<file path="src/hdl/rpb_pkg.sv">
// Shared types, constants and register codes of the ROM prefetch buffer timing unit.
package rpb_pkg;

	localparam int RPB_BUFFER_DEPTH = 16;
	localparam int RPB_QUEUE_DEPTH  = 2;

	localparam logic [27:0] ROM_BASE_ADDR = 28'h800_0000;
	localparam logic [27:0] BLOCK_MASK    = 28'h001_FFFF;

	localparam logic [3:0] SEQ_WAIT_RESET    = 4'd1;
	localparam logic [3:0] NONSEQ_WAIT_RESET = 4'd4;

	typedef enum logic {
		REG_SEQ_WAIT    = 1'b0,
		REG_NONSEQ_WAIT = 1'b1
	} reg_index_t;

	// Wait-state configuration seen by the back end.
	typedef struct packed {
		logic [3:0] seq_wait;
		logic [3:0] nonseq_wait;
	} cfg_t;

	// One classified fetch as it travels from the front end to the back end.
	typedef struct packed {
		logic        word;
		logic [27:0] address;
		logic        sequential;
		logic [31:0] now;
		logic        blk_start;
		logic [24:0] rom_offset;
	} rpb_entry_t;

endpackage

</file>
<file path="src/hdl/rom_prefetch_buffer_timing_unit.sv">
// Top level of the ROM prefetch buffer timing unit: config registers, front end, queue, back end.
//
// Timing model of a cartridge ROM prefetch buffer. Each input word is a halfword
// (kind 0) or word (kind 1) fetch with its address, the bus sequential flag and the
// current cycle count; each produces exactly one result word with the stall cycles
// to add and the 25-bit ROM byte offset. A front stage registers and classifies the
// fetch (offset, 128 KiB block start) and pushes it into a short queue; the back end
// pops it, then advances the buffer one halfword per cycle for every sequential access
// time elapsed since the last fill, and then resolves hit or miss. The fill sequencer
// adds 0 to BUFFER_DEPTH halfwords per fetch. The result sits in an output register,
// so the back end picks up the next fetch while a result waits. Write seq_wait (index 0)
// and nonseq_wait (index 1) through cfg_wr_en/cfg_index/cfg_data only while the unit
// is idle; they reset to 1 and 4.
module rom_prefetch_buffer_timing_unit
	import rpb_pkg::*;
#(
	parameter int BUFFER_DEPTH = RPB_BUFFER_DEPTH,
	parameter int QUEUE_DEPTH  = RPB_QUEUE_DEPTH
) (
	input  logic        clk,
	input  logic        arst_n,
	input  logic        cfg_wr_en,
	input  logic        cfg_index,
	input  logic [3:0]  cfg_data,
	input  logic        in_valid,
	output logic        in_ready,
	input  logic        kind,
	input  logic [27:0] address,
	input  logic        sequential,
	input  logic [31:0] now,
	output logic        out_valid,
	input  logic        out_ready,
	output logic [5:0]  stall_res,
	output logic [24:0] rom_offset
);

	cfg_t       cfg_q;
	logic       push;
	rpb_entry_t push_data;
	logic       q_full;
	logic       q_empty;
	logic       pop;
	rpb_entry_t q_data;

	// hold the wait-state registers; decode the index by name
	always_ff @(posedge clk or negedge arst_n) begin
		if (!arst_n) begin
			cfg_q.seq_wait    <= SEQ_WAIT_RESET;
			cfg_q.nonseq_wait <= NONSEQ_WAIT_RESET;
		end else if (cfg_wr_en) begin
			case (reg_index_t'(cfg_index))
				REG_SEQ_WAIT:    cfg_q.seq_wait    <= cfg_data;
				REG_NONSEQ_WAIT: cfg_q.nonseq_wait <= cfg_data;
				default: begin
				end
			endcase
		end
	end

	// front: accept and classify each fetch word
	rpb_front u_front (
		.clk        (clk),
		.arst_n     (arst_n),
		.in_valid   (in_valid),
		.in_ready   (in_ready),
		.kind       (kind),
		.address    (address),
		.sequential (sequential),
		.now        (now),
		.push       (push),
		.push_data  (push_data),
		.q_full     (q_full)
	);

	// queue: decouple the front from the fill sequencer
	rpb_fifo #(
		.DEPTH (QUEUE_DEPTH)
	) u_fifo (
		.clk       (clk),
		.arst_n    (arst_n),
		.push      (push),
		.push_data (push_data),
		.full      (q_full),
		.pop       (pop),
		.pop_data  (q_data),
		.empty     (q_empty)
	);

	// back: advance the buffer, resolve hit or miss, drive the result word
	rpb_back #(
		.BUFFER_DEPTH (BUFFER_DEPTH)
	) u_back (
		.clk        (clk),
		.arst_n     (arst_n),
		.cfg        (cfg_q),
		.q_empty    (q_empty),
		.q_data     (q_data),
		.pop        (pop),
		.out_valid  (out_valid),
		.out_ready  (out_ready),
		.stall_res  (stall_res),
		.rom_offset (rom_offset)
	);

endmodule

</file>
<file path="src/hdl/rpb_front.sv">
// Front end: accepts fetch words, classifies them and pushes them into the queue.
module rpb_front
	import rpb_pkg::*;
(
	input  logic        clk,
	input  logic        arst_n,
	input  logic        in_valid,
	output logic        in_ready,
	input  logic        kind,
	input  logic [27:0] address,
	input  logic        sequential,
	input  logic [31:0] now,
	output logic        push,
	output rpb_entry_t  push_data,
	input  logic        q_full
);

	logic       valid_s1;
	rpb_entry_t entry_s1;
	rpb_entry_t entry_new;

	always_comb begin
		entry_new.word       = kind;
		entry_new.address    = address;
		entry_new.sequential = sequential;
		entry_new.now        = now;
		entry_new.blk_start  = ((address & BLOCK_MASK) == 28'd0);
		entry_new.rom_offset = 25'(address - ROM_BASE_ADDR);
	end

	assign push      = valid_s1 && !q_full;
	assign push_data = entry_s1;
	assign in_ready  = !valid_s1 || push;

	always_ff @(posedge clk or negedge arst_n) begin
		if (!arst_n) begin
			valid_s1 <= 1'b0;
		end else if (in_ready) begin
			valid_s1 <= in_valid;
		end
	end

	always_ff @(posedge clk) begin
		if (in_ready && in_valid) begin
			entry_s1 <= entry_new;
		end
	end

endmodule

</file>
<file path="src/hdl/rpb_fifo.sv">
// Short queue of classified fetches between the front end and the back end.
module rpb_fifo
	import rpb_pkg::*;
#(
	parameter int DEPTH = RPB_QUEUE_DEPTH
) (
	input  logic       clk,
	input  logic       arst_n,
	input  logic       push,
	input  rpb_entry_t push_data,
	output logic       full,
	input  logic       pop,
	output rpb_entry_t pop_data,
	output logic       empty
);

	localparam int AW = (DEPTH > 1) ? $clog2(DEPTH) : 1;
	localparam int CW = $clog2(DEPTH + 1);

	rpb_entry_t    mem_q [DEPTH];
	logic [AW-1:0] wr_ptr_q;
	logic [AW-1:0] rd_ptr_q;
	logic [CW-1:0] count_q;

	assign full     = (count_q == CW'(DEPTH));
	assign empty    = (count_q == CW'(0));
	assign pop_data = mem_q[rd_ptr_q];

	function automatic logic [AW-1:0] ptr_inc(input logic [AW-1:0] p);
		ptr_inc = (p == AW'(DEPTH - 1)) ? AW'(0) : p + AW'(1);
	endfunction

	always_ff @(posedge clk or negedge arst_n) begin
		if (!arst_n) begin
			wr_ptr_q <= '0;
			rd_ptr_q <= '0;
			count_q  <= '0;
		end else begin
			if (push) begin
				wr_ptr_q <= ptr_inc(wr_ptr_q);
			end
			if (pop) begin
				rd_ptr_q <= ptr_inc(rd_ptr_q);
			end
			if (push && !pop) begin
				count_q <= count_q + CW'(1);
			end else if (pop && !push) begin
				count_q <= count_q - CW'(1);
			end
		end
	end

	always_ff @(posedge clk) begin
		if (push) begin
			mem_q[wr_ptr_q] <= push_data;
		end
	end

endmodule

</file>
<file path="src/hdl/rpb_back.sv">
// Back end: fill catch-up sequencer, hit/miss resolution and result register.
module rpb_back
	import rpb_pkg::*;
#(
	parameter int BUFFER_DEPTH = RPB_BUFFER_DEPTH
) (
	input  logic        clk,
	input  logic        arst_n,
	input  cfg_t        cfg,
	input  logic        q_empty,
	input  rpb_entry_t  q_data,
	output logic        pop,
	output logic        out_valid,
	input  logic        out_ready,
	output logic [5:0]  stall_res,
	output logic [24:0] rom_offset
);

	localparam int CNT_W = $clog2(BUFFER_DEPTH + 1);

	typedef enum logic [1:0] {
		ST_IDLE,
		ST_FILL,
		ST_RESOLVE
	} state_t;

	state_t            state_q;
	rpb_entry_t        cur_q;
	logic [CNT_W-1:0]  cnt_q;
	logic [31:0]       fill_q;
	logic [31:0]       elapsed_q;
	logic [28:0]       expected_q;
	logic              out_valid_q;
	logic [5:0]        stall_res_q;
	logic [24:0]       rom_offset_q;

	logic [4:0]        period;
	logic              fill_go;
	logic              hit;
	logic              have_need;
	logic [CNT_W-1:0]  need;
	logic              res_fire;
	logic [5:0]        stall_nxt;

	assign period  = {1'b0, cfg.seq_wait} + 5'd1;
	assign fill_go = (cnt_q < CNT_W'(BUFFER_DEPTH)) && (elapsed_q >= {27'd0, period});
	assign pop     = (state_q == ST_IDLE) && !q_empty;

	assign hit       = ({1'b0, cur_q.address} == expected_q);
	assign need      = cur_q.word ? CNT_W'(2) : CNT_W'(1);
	assign have_need = (cnt_q >= need);
	assign res_fire  = (state_q == ST_RESOLVE) && (!out_valid_q || out_ready);

	always_comb begin
		stall_nxt = 6'd0;
		if (hit) begin
			if (!have_need) begin
				// elapsed is below one period here
				stall_nxt = {1'b0, period} - {1'b0, elapsed_q[4:0]};
				if (cur_q.word && cnt_q == CNT_W'(0)) begin
					stall_nxt = stall_nxt + {1'b0, period};
				end
			end
		end else begin
			if (cur_q.blk_start && elapsed_q == 32'd0) begin
				stall_nxt = 6'd1;
			end
			stall_nxt = stall_nxt + {2'd0, (cur_q.sequential ? cfg.seq_wait : cfg.nonseq_wait)};
			if (cur_q.word) begin
				stall_nxt = stall_nxt + {1'b0, period};
			end
		end
	end

	assign out_valid  = out_valid_q;
	assign stall_res  = stall_res_q;
	assign rom_offset = rom_offset_q;

	always_ff @(posedge clk or negedge arst_n) begin
		if (!arst_n) begin
			state_q      <= ST_IDLE;
			cur_q        <= '0;
			cnt_q        <= '0;
			fill_q       <= '0;
			elapsed_q    <= '0;
			expected_q   <= '0;
			out_valid_q  <= 1'b0;
			stall_res_q  <= '0;
			rom_offset_q <= '0;
		end else begin
			if (out_valid_q && out_ready && !res_fire) begin
				out_valid_q <= 1'b0;
			end
			case (state_q)
				ST_IDLE: begin
					if (pop) begin
						cur_q     <= q_data;
						elapsed_q <= q_data.now - fill_q;
						state_q   <= ST_FILL;
					end
				end
				ST_FILL: begin
					// add one halfword per elapsed sequential access time
					if (fill_go) begin
						cnt_q     <= cnt_q + CNT_W'(1);
						fill_q    <= fill_q + {27'd0, period};
						elapsed_q <= elapsed_q - {27'd0, period};
					end else begin
						state_q <= ST_RESOLVE;
					end
				end
				ST_RESOLVE: begin
					if (res_fire) begin
						if (hit && have_need) begin
							cnt_q <= cnt_q - need;
						end else begin
							cnt_q  <= '0;
							fill_q <= cur_q.now + {26'd0, stall_nxt};
						end
						expected_q   <= {1'b0, cur_q.address} +
							(cur_q.word ? 29'd4 : 29'd2);
						stall_res_q  <= stall_nxt;
						rom_offset_q <= cur_q.rom_offset;
						out_valid_q  <= 1'b1;
						state_q      <= ST_IDLE;
					end
				end
				default: begin
					state_q <= ST_IDLE;
				end
			endcase
		end
	end

	a_cnt_bound: assert property (@(posedge clk) disable iff (!arst_n)
		cnt_q <= CNT_W'(BUFFER_DEPTH))
		else $error("buffered count above depth");

	a_fill_monotonic: assert property (@(posedge clk) disable iff (!arst_n)
		(state_q == ST_FILL) |=> (cnt_q >= $past(cnt_q)))
		else $error("buffered count dropped during fill");

	a_short_hit_elapsed: assert property (@(posedge clk) disable iff (!arst_n)
		(state_q == ST_RESOLVE && hit && !have_need) |-> (elapsed_q < {27'd0, period}))
		else $error("short hit with a full period pending");

	a_stall_range: assert property (@(posedge clk) disable iff (!arst_n)
		res_fire |-> (stall_nxt <= 6'd32))
		else $error("stall out of range");

endmodule
</file>
<file path="config.mk">
export PLATFORM = sky130hd
export DESIGN_NAME = rom_prefetch_buffer_timing_unit
export DESIGN_NICKNAME = d
export VERILOG_FILES = /design/src/hdl/rpb_pkg.sv /design/src/hdl/rom_prefetch_buffer_timing_unit.sv /design/src/hdl/rpb_front.sv /design/src/hdl/rpb_fifo.sv /design/src/hdl/rpb_back.sv
export SDC_FILE = /design/constraint.sdc
export NUM_CORES = 1
export LEC_CHECK = 0
export BUFFER_PORTS_ARGS = -buffer_cell sky130_fd_sc_hd__buf_2
export CAP_MARGIN = 20
export CORE_MARGIN = 2
export CORE_UTILIZATION = 51
export CTS_BUF_LIST = sky130_fd_sc_hd__clkbuf_16
export DETAILED_ROUTE_END_ITERATION = 10
export GPL_ROUTABILITY_DRIVEN = 0
export HOLD_SLACK_MARGIN = 0.05
export PLACE_DENSITY = 0.78
export SLEW_MARGIN = 30
export SYNTH_ARGS = -nofsm -noshare
export SYNTH_HDL_FRONTEND = slang
export SYNTH_SLANG_ARGS = --single-unit
export TNS_END_PERCENT = 30
</file>
<file path="constraint.sdc">
create_clock -name clk -period 5.2 [get_ports clk]
set_input_delay 0 -clock clk [delete_from_list [all_inputs] [get_ports clk]]
set_output_delay 0 -clock clk [all_outputs]
set_load 0.02 [all_outputs]
</file>
## After elaboration in Yosys (flattened, before gate mapping)

Memories as Yosys holds them, arrays and structs flattened.
Cells that the tools add are included.

- Memory bits (writable): 176
- Register bits after elaboration: 321
- Logic and storage cells: 127
- Memories: 1
- Input port bits: 72
- Output and inout port bits: 33

Memories:

| memory | words | width | read ports | clocked after Yosys merged registers in | write ports | line | RTL |
|---|---|---|---|---|---|---|---|
| u_fifo.mem_q | 2 | 88 | 1 | 0 | 1 | rpb_fifo.sv:20 | `rpb_entry_t mem_q [DEPTH];` |

- $add $sub $neg: 17
- Order comparisons: 3
- Muxes and demuxes: 33
- Reductions and logical operators: 37
- Equal/unequal tests: 9
- Bitwise gates (word level): 1

Operators by type and width:

| kind | count |
|---|---|
| $mux 32 | 5 |
| $pmux 32 s2 | 2 |
| $add 32x5->32 | 1 |
| $add 32x6->32 | 1 |
| $ge 32x5->1 | 1 |
| $logic_not 32->1 | 1 |
| $sub 32x32->32 | 1 |
| $sub 32x5->32 | 1 |
| $mux 6 | 5 |
| $add 28x29->29 | 1 |
| $eq 28x29->1 | 1 |
| $logic_not 28->1 | 1 |
| $sub 25x1->25 const B | 1 |
| $mux 5 | 3 |
| $add 6x5->6 | 2 |
| $logic_and 1x1->1 | 12 |
| $mux 2 | 6 |
| $pmux 5 s2 | 1 |
| $reduce_and 3->1 | 3 |
| $mux 1 | 8 |
| $reduce_and 2->1 | 4 |
| $logic_not 1->1 | 7 |
| $add 6x4->6 | 1 |
| $ne 2x2->1 const B | 3 |
| 21 further kinds | 28 |

## Longest topological paths before layout

- Word-level depth: 12
- Depth in mapped cells: 24
- Depth with buffers taken out: 22

## Modules after synthesis

A second synthesis with hierarchy kept.

- Cell total of the unflattened synthesis: 2139
- Area, all modules: 23110.9 µm²

Modules (own cells, without submodules):

| module | cells an instance | instances | area an instance (µm²) | seq. area each (µm²) |
|---|---|---|---|---|
| rpb_back | 1732 | 1 | 14046.0 | 5505.3 |
| rpb_fifo | 290 | 1 | 6568.8 | 5385.2 |
| rpb_front | 99 | 1 | 2168.3 | 1916.8 |
| rom_prefetch_buffer_timing_unit | 18 | 1 | 327.8 | 202.7 |

## Least setup slack after synthesis

OpenSTA, ideal clock, no wires.

- Path type: register to register
- From: register u_back.elapsed_q[26]
- To: register u_back.fill_q[22]
- Buffers on the path: 1
- Period minus slack after synthesis: 4714 ps
- Setup slack: 486 ps
- Data required time: 5063 ps
- Arrival time: 4577 ps
- Cell stages (with the launch flop): 22
- Cells stage by stage: dfrtp_1 or4_2 nor2_1 and4b_1 and4_1 ha_1 ha_1 inv_1 fa_1 nand2_1 o21ai_0 o21ai_0 fa_1 a21o_1 a21oi_1 o21bai_1 a21oi_1 clkbuf_1 nor4_1 xor2_1 o22ai_1 a21oi_1

- Word-level cells in the longest chain between the ends: 12
- Elaborated cells between the ends (all ways): 16
- Classes of those cells: add/sub: 3; order compare: 1; eq/ne: 1; mux: 7; reduce/logical: 4

Ends and longest elaborated chain:

| element | line | RTL |
|---|---|---|
| from (decl) | rpb_back.sv:31 | `logic [31:0] elapsed_q;` |
| from (signal assigned) | rpb_back.sv:98 | `elapsed_q <= q_data.now - fill_q;` |
| from (signal assigned) | rpb_back.sv:107 | `elapsed_q <= elapsed_q - {27'd0, period};` |
| $logic_not 32->1 (*) | rpb_back.sv:65 | `if (cur_q.blk_start && elapsed_q == 32'd0) begin` |
| $logic_and 1x1->1 (*) | rpb_back.sv:65 |  |
| $mux 1 (*) | rpb_back.sv:65 |  |
| $mux 6 (*) | rpb_back.sv:56 | `if (hit) begin` |
| $add 6x4->6 (*) | rpb_back.sv:68 | `stall_nxt = stall_nxt + {2'd0, (cur_q.sequential ? cfg.seq_wait : cfg.nonseq_wait)};` |
| $add 6x5->6 | rpb_back.sv:70 | `stall_nxt = stall_nxt + {1'b0, period};` |
| $mux 6 (*) | rpb_back.sv:69 | `if (cur_q.word) begin` |
| $mux 6 (*) | rpb_back.sv:56 |  |
| named net u_back.stall_nxt[1] | rpb_back.sv:43 | `logic [5:0] stall_nxt;` |
| $add 32x6->32 (*) | rpb_back.sv:118 | `fill_q <= cur_q.now + {26'd0, stall_nxt};` |
| $mux 32 (*) | rpb_back.sv:114 | `if (hit && have_need) begin` |
| $mux 32 (*) | rpb_back.sv:113 | `if (res_fire) begin` |
| $pmux 32 s2 (*) | rpb_back.sv:94 | `case (state_q)` |
| to (signal assigned) | rpb_back.sv:106 | `fill_q <= fill_q + {27'd0, period};` |
| to (signal assigned) | rpb_back.sv:118 |  |
| to (decl) | rpb_back.sv:30 | `logic [31:0] fill_q;` |

Mark *: on every way through the listed nets, which the timed path passes. The rest lies on a longest branch. The select of a mux whose other input is x is not followed.
A chain may end at the register's enable or synchronous reset.

## Worst setup path in the final report

Ends and elaborated chain as after synthesis.

==> impl_metrics.ini <==
[drt]
drt-initial-drc-count = 1345
post_drt_wl_per_cell_um = 19.00
route.detailed.drc = 0
vias = 15190
dr.pass1.iters = 7
wl_um = 49120
drtAntennaViolNets = 0
viasPerCell = 5.878

[cells_and_area]
layout-drive-gt1-share_pct = 15.43
multi_input_area_sq_mm = 0.008865
nFillCells = 3083
final-seq-area_sq_mm = 0.01086
antenna_cells = 0
area_growth_pct = 16.19
design_area_sq_mm = 0.02348
nets = 2189

[synthesis]
synth_warnings = 0
synthFlopType = dfrtp_1
synth_most_common_cell = nand2_1
seq_area_frac_synth_pct = 53.74
syn_inst = 1875
ys_async_sr_fraction_pct = 52.27
synth_edf_count = 189
synth_fa_ha_area_share_pct = 5.289
synthMuxAreaShare_pct = 5.889
syn-num-nets = 2027
synthTopCellsByCount = 247 x nand2_1, 205 x dfrtp_1, 189 x edfxtp_1
synth_compound_area_share_pct = 13.00
synthXorXnorAreaFrac_pct = 5.505
synth_cell_types = 83
synth_area_leaders = edfxtp_1 28%, dfrtp_1 25%, nand2_1 4.6%
ys_ff_latch = 396
syn_avg_cell_area_sq_um = 10.78
netlist.area_leader.share_pct = 28.09
synth-simple-area-share_pct = 13.05
netlist_area_sq_mm = 0.02020
synth_top_family_by_area = simple AND/OR/NAND/NOR gates
synth_top_cell_by_area = edfxtp_1

[critical_path]
critPathCaptureType = register
start_kind = register
crit_type = reg2reg
cp_data_arrival_time_ns = 5.63
critPathRequiredTime_ns = 5.71
crit_fanout = 7
worstRegToRegCells = 23
r2r_start = u_back.elapsed_q[26]
ff2ff_setup_slack_ns = 0.08
r2r-end = u_back.fill_q[22]

[timing]
setup_violations = 0
finalCriticalPeriod_ns = 5.123
max_freq_mhz = 195.2
rsz0062_at_grt = true
maxSlewHeadroom_pct = 38.21
clock_skew_ns = 0.02700
worstMarginPinSlew_ns = 0.9268
period_share_pct = 98.52
drv_slew = 0
finalHoldViolations = 0

[min_path]
worstHoldStart = now[21]
hold_path_class = in2reg
min_to = u_front.push_data[47]
worstHoldPathCells = 2

[power]
leakage_nw = 9.699
internal_power_mw = 9.164
power.density_mw_per_mm2 = 686.8
finalPower_mw = 16.12
combPwrFrac_pct = 48.3
p_switching_mw = 6.959
pwr-share-clk_pct = 17.1
vdd_drop_max_mv = 0.5227
sequentialPowerShare_pct = 34.6
p_sw_share_pct = 43.16

[floorplanning]
boundaryPins = 105
dieHeight_um = 203.0
dieArea_sq_mm = 0.04123
row_count = 72
core_area_sq_mm = 0.03892
die_w_um = 203.0
initial_core_util_pct = 51.92

[clock_tree]
path_clk_slew_ns = 0.07
numCtsBuffers = 41
htreeDepth = 2
clock_path_buffers = 3
cts_tree = yes
clk_latency_ns = 0.58
clock_sinks = 396
cts-root-buf = clkbuf_16

[global_routing]
grt_max_degree = 134
overflow = 0
gr-usage-all-layers_pct = 23.71
grt_pass1_wl_um = 78320
antenna_found_initial = 0
grt_pass1_vias = 14850

[run_status]
status = completed

[place]
placed_area_sq_mm = 0.02121
hpwl_um = 32830
port_buffers = 104

[flow_run]
maxCapViolations = 0
-- registers in the layout, indices dropped and copies added (netlist names) --
signal	cells
cfg_q	8
u_back.cnt_q	5
u_back.cur_q	63
u_back.elapsed_q	32
u_back.expected_q	28
u_back.fill_q	32
u_back.out_valid	1
u_back.rom_offset	25
u_back.stall_res	6
u_back.state_q	2
u_fifo.count_q	2
u_fifo.mem_q	126
u_fifo.rd_ptr_q	1
u_fifo.wr_ptr_q	1
u_front.push_data	63
u_front.valid_s1	1
-- worst max-delay path, cell delays in order (launching register included) --
cell and delay, ns:
dfrtp_1 0.41, or4_2 0.70, nor2_1 0.10, and4b_2 0.26
and4_1 0.21, ha_2 0.20, ha_2 0.23, xor2_4 0.21
ha_4 0.25, a21o_1 0.17, a21oi_2 0.15, xnor2_1 0.08
mux2i_1 0.18, o22ai_2 0.15, ha_4 0.30, inv_1 0.06
o21bai_1 0.13, a21oi_1 0.10, buf_4 0.18, buf_6 0.15
nor4_2 0.30, xor2_1 0.26, o22ai_1 0.12, a21oi_1 0.17
-- routing by layer --
| layer | part of all wire [%] | global-route usage [%] | up-vias |
|---|---|---|---|
| met2 | 46 | 37.21 | 622 |
| met5 | 0 | 0 | - |
| li1 | - | - | 7094 |
| met1 | 44 | 33.87 | 7381 |
| met3 | 7.4 | 4.222 | 97 |
| met4 | 2.4 | 7.039 | 0 |
-- cells in the final DEF (no fill, tap or decap), types with 10 or more instances in the layout --
| master | n |
|---|---|
| dfrtp_1 | 204 |
| nand3_1 | 40 |
| mux2_2 | 71 |
| o22ai_1 | 15 |
| dlygate4sd3_1 | 78 |
| nand2_1 | 246 |
| or3_1 | 12 |
| o21ai_0 | 142 |
| xor2_1 | 66 |
| o21bai_1 | 16 |
| nor4_1 | 24 |
| ha_1 | 64 |
| a21o_1 | 22 |
| nand2b_1 | 12 |
| inv_1 | 87 |
| a21oi_1 | 122 |
| nand4_1 | 22 |
| nor3_1 | 42 |
| mux2i_1 | 39 |
| o31ai_1 | 15 |
| edfxtp_1 | 189 |
| buf_4 | 29 |
| nor2_1 | 82 |
| buf_2 | 103 |
| xnor2_1 | 60 |
| clkinv_1 | 11 |
| o211ai_1 | 10 |
| clkbuf_16 | 41 |
-- cell type report --
cell class	count	area share (%)
clock buffer	41	4.371
clock inverter	32	0.9434
inverter	76	1.215
multi-input combinational	1308	37.76
sequential	396	46.26
tap	518	2.761
timing repair buffer	214	6.689
-- cells by family (layout without fill, tap and decap cells) --
group | after synthesis | in the layout
DFF | 396 | 396
muxes | 110 | 110
AOI/OAI and AO/OA | 435 | 435
buffers and inverters | 171 | 363
and+or+nand+nor | 556 | 556
xor gates and xnor gates | 127 | 127
adders and majority gates | 80 | 80
-- power by group through the flow --
stage / combinational (mW) / sequential (mW) / clock, mW
4_1_cts: 7.54 / 5.54 / 2.79
2_1_floorplan: 5.67 / 5.32 / 0
3_3_place_gp: 7.18 / 5.51 / 0
3_5_place_dp: 7.41 / 5.59 / 0
6_report: 7.78 / 5.58 / 2.75
5_1_grt: 8.57 / 5.72 / 2.93
-- through the flow --
| step | hold slack, ns | setup slack (ns) | std cells | util, % | TNS (ns) |
|---|---|---|---|---|---|
| finish | 0.1229 | 0.07680 | 2585 | 60.32 | 0 |
| global route | 0.1118 | -0.1047 | 2585 | 60.32 | -0.2451 |
| CTS | 0.1107 | 0.007801 | 2581 | 59.71 | 0 |
| detailed placement | 0.05790 | -0.03866 | 2430 | 54.49 | -0.08880 |
| global placement | 0.05197 | -0.004541 | 2430 | 54.48 | -0.004541 |
| floorplan | -0.2956 | 0.4864 | 1875 | - | 0 |
-- how the worst max path moves through the flow --
stage / slack, ns / to / cells past startpoint / start
after floorplan: 0.49 / u_back.fill_q[22] / 21 / u_back.elapsed_q[26]
after global placement: -0.005 / u_back.fill_q[30] / 23 / u_back.elapsed_q[26]
after detailed placement: -0.04 / u_back.fill_q[30] / 23 / u_back.elapsed_q[26]
after CTS: 0.008 / u_back.fill_q[28] / 23 / u_back.elapsed_q[26]
after global routing: -0.10 / u_back.fill_q[22] / 23 / u_back.elapsed_q[26]
final: 0.08 / u_back.fill_q[22] / 23 / u_back.elapsed_q[26]
-- timing repair --
action,CTS,global route
endpoints found under the hold margin,149,0
resized for setup,2,33
hold buffers,78,0
endpoints found under the setup margin,4,26
pin swaps,0,12
buffers inserted,0,4
Note: power is estimated with default switching activity, not from simulation.
